<file path="src/rtl/core/atp_pkg.sv">
`default_nettype none

package atp_pkg;

  localparam int NOW_W       = 32;
  localparam int REQ_W       = 24;
  localparam int RATE_W      = 40;
  localparam int CFG_IDX_W   = 2;
  localparam int CFG_DAT_W   = 32;
  localparam int MUL_W       = 32;
  localparam int PROD_W      = 72;
  localparam int US_Q8_W     = 28;
  localparam int US_Q8_SHIFT = 14;
  localparam int REC_SHIFT   = 45;
  localparam int Q_DEPTH     = 2;
  localparam int Q_AW        = 1;
  localparam int Q_CNT_W     = 2;

  localparam logic [US_Q8_W-1:0]   US_Q8               = 28'd256000000;
  localparam logic [US_Q8_W-1:0]   US_Q8_HALF          = 28'd128000000;
  localparam logic [13:0]          US_Q8_ODD           = 14'd15625;
  localparam logic [MUL_W-1:0]     REC_C               = 32'd2251799813;
  localparam logic [NOW_W-1:0]     INTERVAL_RESET      = 32'd10000;
  localparam logic [REQ_W-1:0]     INIT_REQUIRED_RESET = 24'd100;

  localparam logic [CFG_IDX_W-1:0] CFG_INTERVAL_US      = 2'd0;
  localparam logic [CFG_IDX_W-1:0] CFG_INITIAL_REQUIRED = 2'd1;

  typedef struct packed {
    logic             mode;
    logic [NOW_W-1:0] now_time;
  } in_item_t;

  typedef struct packed {
    logic              is_ready;
    logic [REQ_W-1:0]  required_count;
    logic [RATE_W-1:0] rate_estimate;
  } out_item_t;

  typedef enum logic {
    CMD_TICK  = 1'b0,
    CMD_REARM = 1'b1
  } cmd_kind_e;

  typedef struct packed {
    cmd_kind_e        kind;
    logic [NOW_W-1:0] now_time;
  } cmd_t;

endpackage

`default_nettype wire

</file>
<file path="src/rtl/core/atp_front.sv">
`default_nettype none

module atp_front
  import atp_pkg::*;
(
  input  wire logic     clk,
  input  wire logic     rst_n,
  input  wire logic     in_push,
  input  wire in_item_t in_item,
  output logic          in_full,
  output logic          q_valid,
  output cmd_t          q_cmd,
  input  wire logic     q_pop
);

  cmd_t               slot_r [Q_DEPTH];
  logic [Q_AW-1:0]    wr_ptr_r, wr_ptr_nxt;
  logic [Q_AW-1:0]    rd_ptr_r, rd_ptr_nxt;
  logic [Q_CNT_W-1:0] cnt_r, cnt_nxt;
  logic               do_wr;
  logic               do_rd;
  cmd_t               wr_cmd;

  assign in_full = (cnt_r == Q_CNT_W'(Q_DEPTH));
  assign q_valid = (cnt_r != '0);
  assign q_cmd   = slot_r[rd_ptr_r];
  assign do_wr   = in_push && !in_full;
  assign do_rd   = q_pop && q_valid;

  always_comb begin
    wr_cmd.kind     = in_item.mode ? CMD_REARM : CMD_TICK;
    wr_cmd.now_time = in_item.now_time;
    wr_ptr_nxt      = do_wr ? wr_ptr_r + 1'b1 : wr_ptr_r;
    rd_ptr_nxt      = do_rd ? rd_ptr_r + 1'b1 : rd_ptr_r;
    cnt_nxt         = cnt_r;
    if (do_wr && !do_rd) begin
      cnt_nxt = cnt_r + 1'b1;
    end else if (!do_wr && do_rd) begin
      cnt_nxt = cnt_r - 1'b1;
    end
  end

  always_ff @(posedge clk) begin
    if (!rst_n) begin
      wr_ptr_r <= '0;
      rd_ptr_r <= '0;
      cnt_r    <= '0;
    end else begin
      wr_ptr_r <= wr_ptr_nxt;
      rd_ptr_r <= rd_ptr_nxt;
      cnt_r    <= cnt_nxt;
    end
  end

  always_ff @(posedge clk) begin
    if (do_wr) begin
      slot_r[wr_ptr_r] <= wr_cmd;
    end
  end

endmodule

`default_nettype wire

</file>
<file path="src/rtl/core/atp_div.sv">
`default_nettype none

module atp_div
  import atp_pkg::*;
#(
  parameter int NUM_W = 88,
  parameter int DEN_W = 32
) (
  input  wire logic             clk,
  input  wire logic             rst_n,
  input  wire logic             start,
  input  wire logic [NUM_W-1:0] num,
  input  wire logic [DEN_W-1:0] den,
  output logic                  done,
  output logic [RATE_W-1:0]     quo
);

  localparam int HI_W  = NUM_W - RATE_W;
  localparam int CNT_W = $clog2(RATE_W + 1);

  logic              busy_r, busy_nxt;
  logic              done_r, done_nxt;
  logic [CNT_W-1:0]  cnt_r, cnt_nxt;
  logic [DEN_W-1:0]  rem_r, rem_nxt;
  logic [DEN_W-1:0]  den_r, den_nxt;
  logic [RATE_W-1:0] acc_r, acc_nxt;
  logic [HI_W-1:0]   num_hi;
  logic [DEN_W:0]    trial;
  logic              ge;

  assign done   = done_r;
  assign quo    = acc_r;
  assign num_hi = num[NUM_W-1:RATE_W];
  assign trial  = {rem_r, acc_r[RATE_W-1]};
  assign ge     = (trial >= {1'b0, den_r});

  always_comb begin
    busy_nxt = busy_r;
    done_nxt = 1'b0;
    cnt_nxt  = cnt_r;
    rem_nxt  = rem_r;
    den_nxt  = den_r;
    acc_nxt  = acc_r;
    if (start) begin
      den_nxt = den;
      if (num_hi >= HI_W'(den)) begin
        acc_nxt  = '1;
        done_nxt = 1'b1;
        busy_nxt = 1'b0;
      end else begin
        rem_nxt  = num_hi[DEN_W-1:0];
        acc_nxt  = num[RATE_W-1:0];
        cnt_nxt  = CNT_W'(RATE_W);
        busy_nxt = 1'b1;
      end
    end else if (busy_r) begin
      rem_nxt = ge ? DEN_W'(trial - {1'b0, den_r}) : trial[DEN_W-1:0];
      acc_nxt = {acc_r[RATE_W-2:0], ge};
      cnt_nxt = cnt_r - 1'b1;
      if (cnt_r == CNT_W'(1)) begin
        busy_nxt = 1'b0;
        done_nxt = 1'b1;
      end
    end
  end

  always_ff @(posedge clk) begin
    if (!rst_n) begin
      busy_r <= 1'b0;
      done_r <= 1'b0;
      cnt_r  <= '0;
    end else begin
      busy_r <= busy_nxt;
      done_r <= done_nxt;
      cnt_r  <= cnt_nxt;
    end
  end

  always_ff @(posedge clk) begin
    rem_r <= rem_nxt;
    den_r <= den_nxt;
    acc_r <= acc_nxt;
  end

endmodule

`default_nettype wire

</file>
<file path="src/rtl/core/atp_back.sv">
`default_nettype none

module atp_back
  import atp_pkg::*;
#(
  parameter int COUNT_WIDTH = 24,
  parameter int TIME_WIDTH  = 32
) (
  input  wire logic                 clk,
  input  wire logic                 rst_n,
  input  wire logic                 q_valid,
  input  wire cmd_t                 q_cmd,
  output logic                      q_pop,
  output out_item_t                 out_item,
  output logic                      out_empty,
  input  wire logic                 out_pop,
  input  wire logic                 cfg_valid,
  input  wire logic [CFG_IDX_W-1:0] cfg_index,
  input  wire logic [CFG_DAT_W-1:0] cfg_data
);

  localparam int DEN_W  = (TIME_WIDTH > US_Q8_W) ? TIME_WIDTH : US_Q8_W;
  localparam int DIV_NW = (PROD_W > RATE_W + DEN_W) ? PROD_W : RATE_W + DEN_W;
  localparam int M_W    = PROD_W - US_Q8_SHIFT;
  localparam int REC_W  = 3 * MUL_W;

  localparam logic [M_W-1:0]         ODD_1    = M_W'(US_Q8_ODD);
  localparam logic [M_W-1:0]         ODD_2    = ODD_1 << 1;
  localparam logic [M_W-1:0]         SAT_LIM  = ODD_1 << COUNT_WIDTH;
  localparam logic [COUNT_WIDTH-1:0] NEED_MAX = '1;

  typedef enum logic [7:0] {
    ST_IDLE  = 8'b00000001,
    ST_MUL_T = 8'b00000010,
    ST_DIV_R = 8'b00000100,
    ST_MUL_L = 8'b00001000,
    ST_MUL_H = 8'b00010000,
    ST_REC_L = 8'b00100000,
    ST_REC_H = 8'b01000000,
    ST_FIX   = 8'b10000000
  } state_t;

  state_t                 state_r, state_nxt;
  logic [COUNT_WIDTH-1:0] tick_r, tick_nxt;
  logic [COUNT_WIDTH-1:0] need_r, need_nxt;
  logic [RATE_W-1:0]      rate_r, rate_nxt;
  logic [TIME_WIDTH-1:0]  last_r, last_nxt;
  logic                   first_r, first_nxt;
  logic [NOW_W-1:0]       interval_r, interval_nxt;
  logic                   res_valid_r, res_valid_nxt;
  logic                   div_go_r, div_go_nxt;
  out_item_t              res_r, res_nxt;
  logic [PROD_W-1:0]      prod_r, prod_nxt;
  logic [TIME_WIDTH-1:0]  elapsed_r, elapsed_nxt;
  logic [2*MUL_W-1:0]     rec_r, rec_nxt;
  logic [MUL_W-1:0]       est_r, est_nxt;

  logic [TIME_WIDTH-1:0]  now_cut;
  logic                   take;
  logic [MUL_W-1:0]       mul_a, mul_b;
  logic [2*MUL_W-1:0]     mul_p;
  logic [RATE_W+2:0]      blend_sum;
  logic [DEN_W-1:0]       div_den;
  logic                   div_done;
  logic [RATE_W-1:0]      div_quo;
  logic [M_W-1:0]         m_val;
  logic                   m_sat;
  logic [REC_W-1:0]       rec_sum;
  logic [M_W-1:0]         fix_rem;
  logic [1:0]             fix_step;
  logic [COUNT_WIDTH-1:0] need_calc;

  assign out_item  = res_r;
  assign out_empty = !res_valid_r;
  assign now_cut   = TIME_WIDTH'(q_cmd.now_time);
  assign take      = q_valid && (!res_valid_r || out_pop);
  assign q_pop     = (state_r == ST_IDLE) && take;
  assign mul_p     = mul_a * mul_b;
  assign div_den   = DEN_W'(elapsed_r);
  assign blend_sum = {3'b000, rate_r} + {3'b000, div_quo} + {2'b00, div_quo, 1'b0};
  assign m_val     = prod_r[PROD_W-1:US_Q8_SHIFT];
  assign m_sat     = (m_val >= SAT_LIM);
  assign rec_sum   = REC_W'(rec_r) + (REC_W'(mul_p) << MUL_W);
  assign fix_rem   = m_val - M_W'(mul_p);
  assign fix_step  = (fix_rem >= ODD_2) ? 2'd2 : ((fix_rem >= ODD_1) ? 2'd1 : 2'd0);
  assign need_calc = COUNT_WIDTH'(est_r + MUL_W'(fix_step));

  atp_div #(
    .NUM_W (DIV_NW),
    .DEN_W (DEN_W)
  ) u_atp_div (
    .clk   (clk),
    .rst_n (rst_n),
    .start (div_go_r),
    .num   (DIV_NW'(prod_r)),
    .den   (div_den),
    .done  (div_done),
    .quo   (div_quo)
  );

  always_comb begin
    mul_a = '0;
    mul_b = '0;
    case (state_r)
      ST_MUL_T: begin
        mul_a = MUL_W'(tick_r);
        mul_b = MUL_W'(US_Q8);
      end
      ST_MUL_L: begin
        mul_a = rate_r[MUL_W-1:0];
        mul_b = interval_r;
      end
      ST_MUL_H: begin
        mul_a = MUL_W'(rate_r[RATE_W-1:MUL_W]);
        mul_b = interval_r;
      end
      ST_REC_L: begin
        mul_a = m_val[MUL_W-1:0];
        mul_b = REC_C;
      end
      ST_REC_H: begin
        mul_a = MUL_W'(m_val[M_W-1:MUL_W]);
        mul_b = REC_C;
      end
      ST_FIX: begin
        mul_a = est_r;
        mul_b = MUL_W'(US_Q8_ODD);
      end
      default: begin
      end
    endcase
  end

  always_comb begin
    state_nxt     = state_r;
    tick_nxt      = tick_r;
    need_nxt      = need_r;
    rate_nxt      = rate_r;
    last_nxt      = last_r;
    first_nxt     = first_r;
    interval_nxt  = interval_r;
    res_valid_nxt = res_valid_r;
    div_go_nxt    = 1'b0;
    res_nxt       = res_r;
    prod_nxt      = prod_r;
    elapsed_nxt   = elapsed_r;
    rec_nxt       = rec_r;
    est_nxt       = est_r;

    if (res_valid_r && out_pop) begin
      res_valid_nxt = 1'b0;
    end

    case (state_r)
      ST_IDLE: begin
        if (take) begin
          if (q_cmd.kind == CMD_TICK) begin
            tick_nxt = (tick_r == '1) ? tick_r : tick_r + 1'b1;
            res_valid_nxt          = 1'b1;
            res_nxt.is_ready       = (tick_nxt >= need_r);
            res_nxt.required_count = REQ_W'(need_r);
            res_nxt.rate_estimate  = rate_r;
          end else if (tick_r >= need_r) begin
            elapsed_nxt = now_cut - last_r;
            last_nxt    = now_cut;
            state_nxt   = ST_MUL_T;
          end else begin
            res_valid_nxt          = 1'b1;
            res_nxt.is_ready       = 1'b0;
            res_nxt.required_count = REQ_W'(need_r);
            res_nxt.rate_estimate  = rate_r;
          end
        end
      end
      ST_MUL_T: begin
        prod_nxt   = PROD_W'(mul_p);
        div_go_nxt = 1'b1;
        state_nxt  = ST_DIV_R;
      end
      ST_DIV_R: begin
        if (div_done) begin
          rate_nxt  = first_r ? div_quo : blend_sum[RATE_W+1:2];
          first_nxt = 1'b0;
          tick_nxt  = '0;
          state_nxt = ST_MUL_L;
        end
      end
      ST_MUL_L: begin
        prod_nxt  = PROD_W'(mul_p);
        state_nxt = ST_MUL_H;
      end
      ST_MUL_H: begin
        prod_nxt  = prod_r + (PROD_W'(mul_p) << MUL_W) + PROD_W'(US_Q8_HALF);
        state_nxt = ST_REC_L;
      end
      ST_REC_L: begin
        if (m_sat) begin
          need_nxt               = NEED_MAX;
          res_valid_nxt          = 1'b1;
          res_nxt.is_ready       = 1'b0;
          res_nxt.required_count = REQ_W'(NEED_MAX);
          res_nxt.rate_estimate  = rate_r;
          state_nxt              = ST_IDLE;
        end else begin
          rec_nxt   = mul_p;
          state_nxt = ST_REC_H;
        end
      end
      ST_REC_H: begin
        est_nxt   = rec_sum[REC_SHIFT+MUL_W-1:REC_SHIFT];
        state_nxt = ST_FIX;
      end
      ST_FIX: begin
        need_nxt               = need_calc;
        res_valid_nxt          = 1'b1;
        res_nxt.is_ready       = (need_calc == '0);
        res_nxt.required_count = REQ_W'(need_calc);
        res_nxt.rate_estimate  = rate_r;
        state_nxt              = ST_IDLE;
      end
      default: begin
        state_nxt = ST_IDLE;
      end
    endcase

    if (cfg_valid) begin
      case (cfg_index)
        CFG_INTERVAL_US: begin
          interval_nxt = cfg_data;
        end
        CFG_INITIAL_REQUIRED: begin
          need_nxt = COUNT_WIDTH'(cfg_data[REQ_W-1:0]);
          tick_nxt = '0;
        end
        default: begin
        end
      endcase
    end
  end

  always_ff @(posedge clk) begin
    if (!rst_n) begin
      state_r     <= ST_IDLE;
      tick_r      <= '0;
      need_r      <= COUNT_WIDTH'(INIT_REQUIRED_RESET);
      rate_r      <= '0;
      last_r      <= '0;
      first_r     <= 1'b1;
      interval_r  <= INTERVAL_RESET;
      res_valid_r <= 1'b0;
      div_go_r    <= 1'b0;
    end else begin
      state_r     <= state_nxt;
      tick_r      <= tick_nxt;
      need_r      <= need_nxt;
      rate_r      <= rate_nxt;
      last_r      <= last_nxt;
      first_r     <= first_nxt;
      interval_r  <= interval_nxt;
      res_valid_r <= res_valid_nxt;
      div_go_r    <= div_go_nxt;
    end
  end

  always_ff @(posedge clk) begin
    res_r     <= res_nxt;
    prod_r    <= prod_nxt;
    elapsed_r <= elapsed_nxt;
    rec_r     <= rec_nxt;
    est_r     <= est_nxt;
  end

endmodule

`default_nettype wire

</file>
<file path="src/rtl/core/adaptive_tick_prescaler.sv">
// Channel   Ports                                   Transfer when
// input     in_push, in_full, in_item               in_push && !in_full
// result    out_pop, out_empty, out_item            out_pop && !out_empty
// config    cfg_valid, cfg_ready, cfg_index, data   cfg_valid && cfg_ready
//
// A tick, or a rearm that is not yet ready, is answered in ST_IDLE. An
// acting rearm goes through ST_MUL_T, a 40-step radix-2 divider pass for
// the measured rate (cut short on overflow), then ST_MUL_L, ST_MUL_H,
// ST_REC_L, ST_REC_H and ST_FIX on one 32x32 multiplier; the last three
// are the reciprocal divide by the fixed microsecond scale and its correction.
// A two-entry queue takes input items while the back end works or a result
// waits. Reset is synchronous and active low; it needs no clearing pass.
`default_nettype none

module adaptive_tick_prescaler
  import atp_pkg::*;
#(
  parameter int COUNT_WIDTH = 24,
  parameter int TIME_WIDTH  = 32
) (
  input  wire logic                 clk,
  input  wire logic                 rst_n,
  input  wire logic                 in_push,
  input  wire in_item_t             in_item,
  output logic                      in_full,
  input  wire logic                 out_pop,
  output out_item_t                 out_item,
  output logic                      out_empty,
  input  wire logic                 cfg_valid,
  output logic                      cfg_ready,
  input  wire logic [CFG_IDX_W-1:0] cfg_index,
  input  wire logic [CFG_DAT_W-1:0] cfg_data
);

  logic q_valid;
  cmd_t q_cmd;
  logic q_pop;

  assign cfg_ready = 1'b1;

  atp_front u_atp_front (
    .clk     (clk),
    .rst_n   (rst_n),
    .in_push (in_push),
    .in_item (in_item),
    .in_full (in_full),
    .q_valid (q_valid),
    .q_cmd   (q_cmd),
    .q_pop   (q_pop)
  );

  atp_back #(
    .COUNT_WIDTH (COUNT_WIDTH),
    .TIME_WIDTH  (TIME_WIDTH)
  ) u_atp_back (
    .clk       (clk),
    .rst_n     (rst_n),
    .q_valid   (q_valid),
    .q_cmd     (q_cmd),
    .q_pop     (q_pop),
    .out_item  (out_item),
    .out_empty (out_empty),
    .out_pop   (out_pop),
    .cfg_valid (cfg_valid),
    .cfg_index (cfg_index),
    .cfg_data  (cfg_data)
  );

endmodule

`default_nettype wire

</file>
<file path="config.mk">
export PLATFORM = sky130hd
export DESIGN_NAME = adaptive_tick_prescaler
export DESIGN_NICKNAME = d
export VERILOG_FILES = /design/src/rtl/core/atp_pkg.sv /design/src/rtl/core/atp_front.sv /design/src/rtl/core/atp_div.sv /design/src/rtl/core/atp_back.sv /design/src/rtl/core/adaptive_tick_prescaler.sv
export SDC_FILE = /design/constraint.sdc
export NUM_CORES = 2
export LEC_CHECK = 0
export ABC_AREA = 1
export BUFFER_PORTS_ARGS = -buffer_cell sky130_fd_sc_hd__buf_2
export CAP_MARGIN = 20
export CORE_MARGIN = 5
export CORE_UTILIZATION = 30
export CTS_CLUSTER_SIZE = 12
export DETAILED_ROUTE_END_ITERATION = 16
export PLACE_DENSITY = 0.47
export SYNTH_ARGS = -nofsm -noshare
export SYNTH_HDL_FRONTEND = slang
export SYNTH_SLANG_ARGS = --single-unit
</file>
<file path="constraint.sdc">
create_clock -name clk -period 14.9 [get_ports clk]
set_input_delay 2.235 -clock clk [delete_from_list [all_inputs] [get_ports clk]]
set_output_delay 2.235 -clock clk [all_outputs]
set_load 0.02 [all_outputs]
</file>
==> run_results.csv <==
group,metric,value,unit
logic_synthesis,syn_avg_cell_area,7.57,sq um
floorplan,core,262000,sq um
critical_path,critPathSlowestCell,"a221oi_1",
routing,dr.pass1.iters,7,
routing,drt_iter0_markers,6546,
clock_network,clkSlewWorstSetupHoldPaths,60,ps
global_routing,grt_pass1_wl,492,mm
worst_hold_path,worstHoldStart,"u_atp_back.div_den[26]$_DFFE_PP_",
logic_synthesis,synthFlopType,"edfxtp_1",
placement,gp_congestion,1.00,
floorplan,rows,188,
sta,tightest_slew,1140,ps
layout,multi_input_area,53900,sq um
routing,via_per_inst,5.06,
layout,drive_gt1_frac,0.0715,
global_routing,overflow,0,
critical_path,cp.required,15340,ps
critical_path,critPathCaptureType,"flip-flop",
logic_synthesis,syn_inst,10400,
logic_synthesis,ys_warn_count,0,
logic_synthesis,syn_nets,12000,
critical_path,critical_path.startpoint,"u_atp_back.state_r[1]$_SDFFE_PN0P_",
logic_synthesis,syn_area,78600,sq um
floorplan,die_w,522,um
floorplan,ios,140,
sta,min_period,14140,ps
floorplan,die_h,522,um
sta,slew_violations,0,
placement,place_ws,87.2,ps
sta,fin_ws,763,ps
sta,min_period_over_period,0.949,
clock_network,h-tree-depth,3,
sta,hold_viol_final,0,
clock_network,postCtsHoldBufs,0,
clock_network,cts_tree,"done",
critical_path,r2r_start,"u_atp_back.state_r[1]$_SDFFE_PN0P_",
critical_path,slowest_delay,630,ps
critical_path,crit_arrival,14580,ps
layout,most-common-layout-cells,"nand2_1, inv_1, nor2_1",
worst_hold_path,min_path_type,"flip-flop to flip-flop",
logic_synthesis,synth_cell_types,79,
clock_network,clk_latency,690,ps
critical_path,crit_path_start_kind,"flip-flop",
logic_synthesis,yosysSeqAreaShare,0.199,
global_routing,met2_usage,0.369,
placement,dp_hpwl,285,mm
layout,final_common_cell,"nand2_1",
layout,fin_cells,14100,
logic_synthesis,synth_seq_cells,579,
routing,vias,71600,
global_routing,gr-usage-met3,0.0374,
placement,place_inst,14000,
critical_path,critical_path.max_fanout,17,
floorplan,initial_core_util,0.301,
sta,setup_viol,0,
layout,area_growth,10.8,%
global_routing,grt_usage,0.244,
routing,ant_nets,0,
global_routing,grt_busiest_layer,"met2",
layout,fillCellCount,28300,
flow_run,drv_cap,0,
clock_network,cts_root_buf,"clkbuf_16",
routing,drcViolationCount,0,
sta,finalSetupTns,0,ps
global_routing,grt.met1_usage,0.362,
global_routing,grt_max_degree,77,
critical_path,cpMostUsedCell,"nand2_1",
sta,max_slew_margin,0.240,
critical_path,critical_path_class,"flip-flop to flip-flop",
routing,wl_per_cell,23.9,um
pwr,ir_drop,0.0935,mV
layout,seqCellArea,15600,sq um
clock_network,cts_buffers,69,
sta,fin_skew,36.8,ps
clock_network,cts_sinks,579,
floorplan,design.die.area,272000,sq um
global_routing,antenna_found_initial,13,
layout,fin_nets,12200,
logic_synthesis,ys_async_sr_fraction,0,
placement,numPortBuffers,138,
pwr,p_per_area,67.5,nW/um^2
clock_network,cts_buffer_depth,3,
global_routing,first_global_vias,70800,
sta,max_freq,0.0707,GHz
pwr,p_leak,42.3,nW
logic_synthesis,synth_edf_count,403,
status,outcome,"finished clean",
routing,postRouteWirelength,339,mm
==> final timing paths <==
check | endpoint | slack (ps) | depth (start not counted)
worst min-delay path | u_atp_back.u_atp_div.den_r[26]$_DFFE_PP_ | 450 | 0
worst max register to register | u_atp_back.out_item[64]$_DFFE_PP_ | 760 | 67
worst min register to register | u_atp_back.u_atp_div.den_r[26]$_DFFE_PP_ | 450 | 0
worst max-delay path | u_atp_back.out_item[64]$_DFFE_PP_ | 760 | 67
==> through the flow <==
step / hold slack, ps / utilization / total power (W) / area [sq um]
2_1_floorplan: 426 / - / 0.00342 / 78600
3_3_place_gp: 435 / 0.323 / 0.00409 / 84400
3_5_place_dp: 434 / 0.323 / 0.00411 / 84500
4_1_cts: 444 / 0.332 / 0.00591 / 86800
5_1_grt: 452 / 0.333 / 0.00620 / 87100
6_report: 449 / 0.333 / 0.00588 / 87100
==> cells by family after synthesis <==
group                      synth area share
and+or+nand+nor                       0.211
buffers and inverters                 0.118
AOI/OAI and AO/OA                     0.112
adders and majority gates             0.328
DFF                                   0.199
xor gates and xnor gates             0.0281
muxes                               0.00442
other                             0.0000477
==> power breakdown <==
part	switching [W]	internal, W	leakage, nW
registers	0.000161	0.00206	4.99
clock network	0.000772	0.00101	1.10
logic	0.00129	0.000582	36.2
==> layer usage <==
metal / share of wire / wire [um]
met5: 0.000080 / 27
met4: 0.028 / 9640
met3: 0.070 / 23600
met2: 0.43 / 144000
met1: 0.48 / 161000
==> sequential cells by signal, summed over array words and instances, names as in the netlist, 40 cells and up, named ones only <==
name,flops
u_atp_front.slot_r,66
u_atp_back.out_item,65
u_atp_back.prod_r,72
u_atp_back.rate_r,40
u_atp_back.u_atp_div.quo,40
==> worst max-delay path: cells and delay by family (launching register included) <==
family          cells  cell delay (ps)
xor+xnor            2              530
simple gates       34             4190
compound gates      5             1480
buf+inv            14             2210
flops               1              410
fa+ha+maj          12             5060
==> final cells by class <==
type,count,area share
multi-input combinational,7372,0.618
sequential,579,0.179
inverter,2155,0.0933
tap,3515,0.0505
timing repair buffer,396,0.0320
clock buffer,100,0.0220
clock inverter,26,0.00414
timing repair inverter,1,0.0000862
antenna,3,0.0000862
==> timing repair <==
action,CTS,global route
buffers inserted,0,14
resized for setup,0,39
setup endpoints to repair,0,47
==> Yosys cell counts (all sizes together) (54+ instances only) <==
library cell | count | area [sq um]
inv | 2150 | 8070
a31oi | 70 | 438
dfxtp | 176 | 3520
nand2 | 2335 | 8880
a21oi | 655 | 3320
nand4 | 84 | 526
edfxtp | 403 | 12100
fa | 902 | 18100
xnor2 | 75 | 664
o211ai | 54 | 410
ha | 618 | 7730
nor2 | 1091 | 4200
nor3 | 103 | 561
clkbuf | 173 | 649
nand3 | 309 | 1600
xor2 | 176 | 1540
buf | 109 | 551
o21ai | 479 | 2430
(Power assumes the default switching activity.)
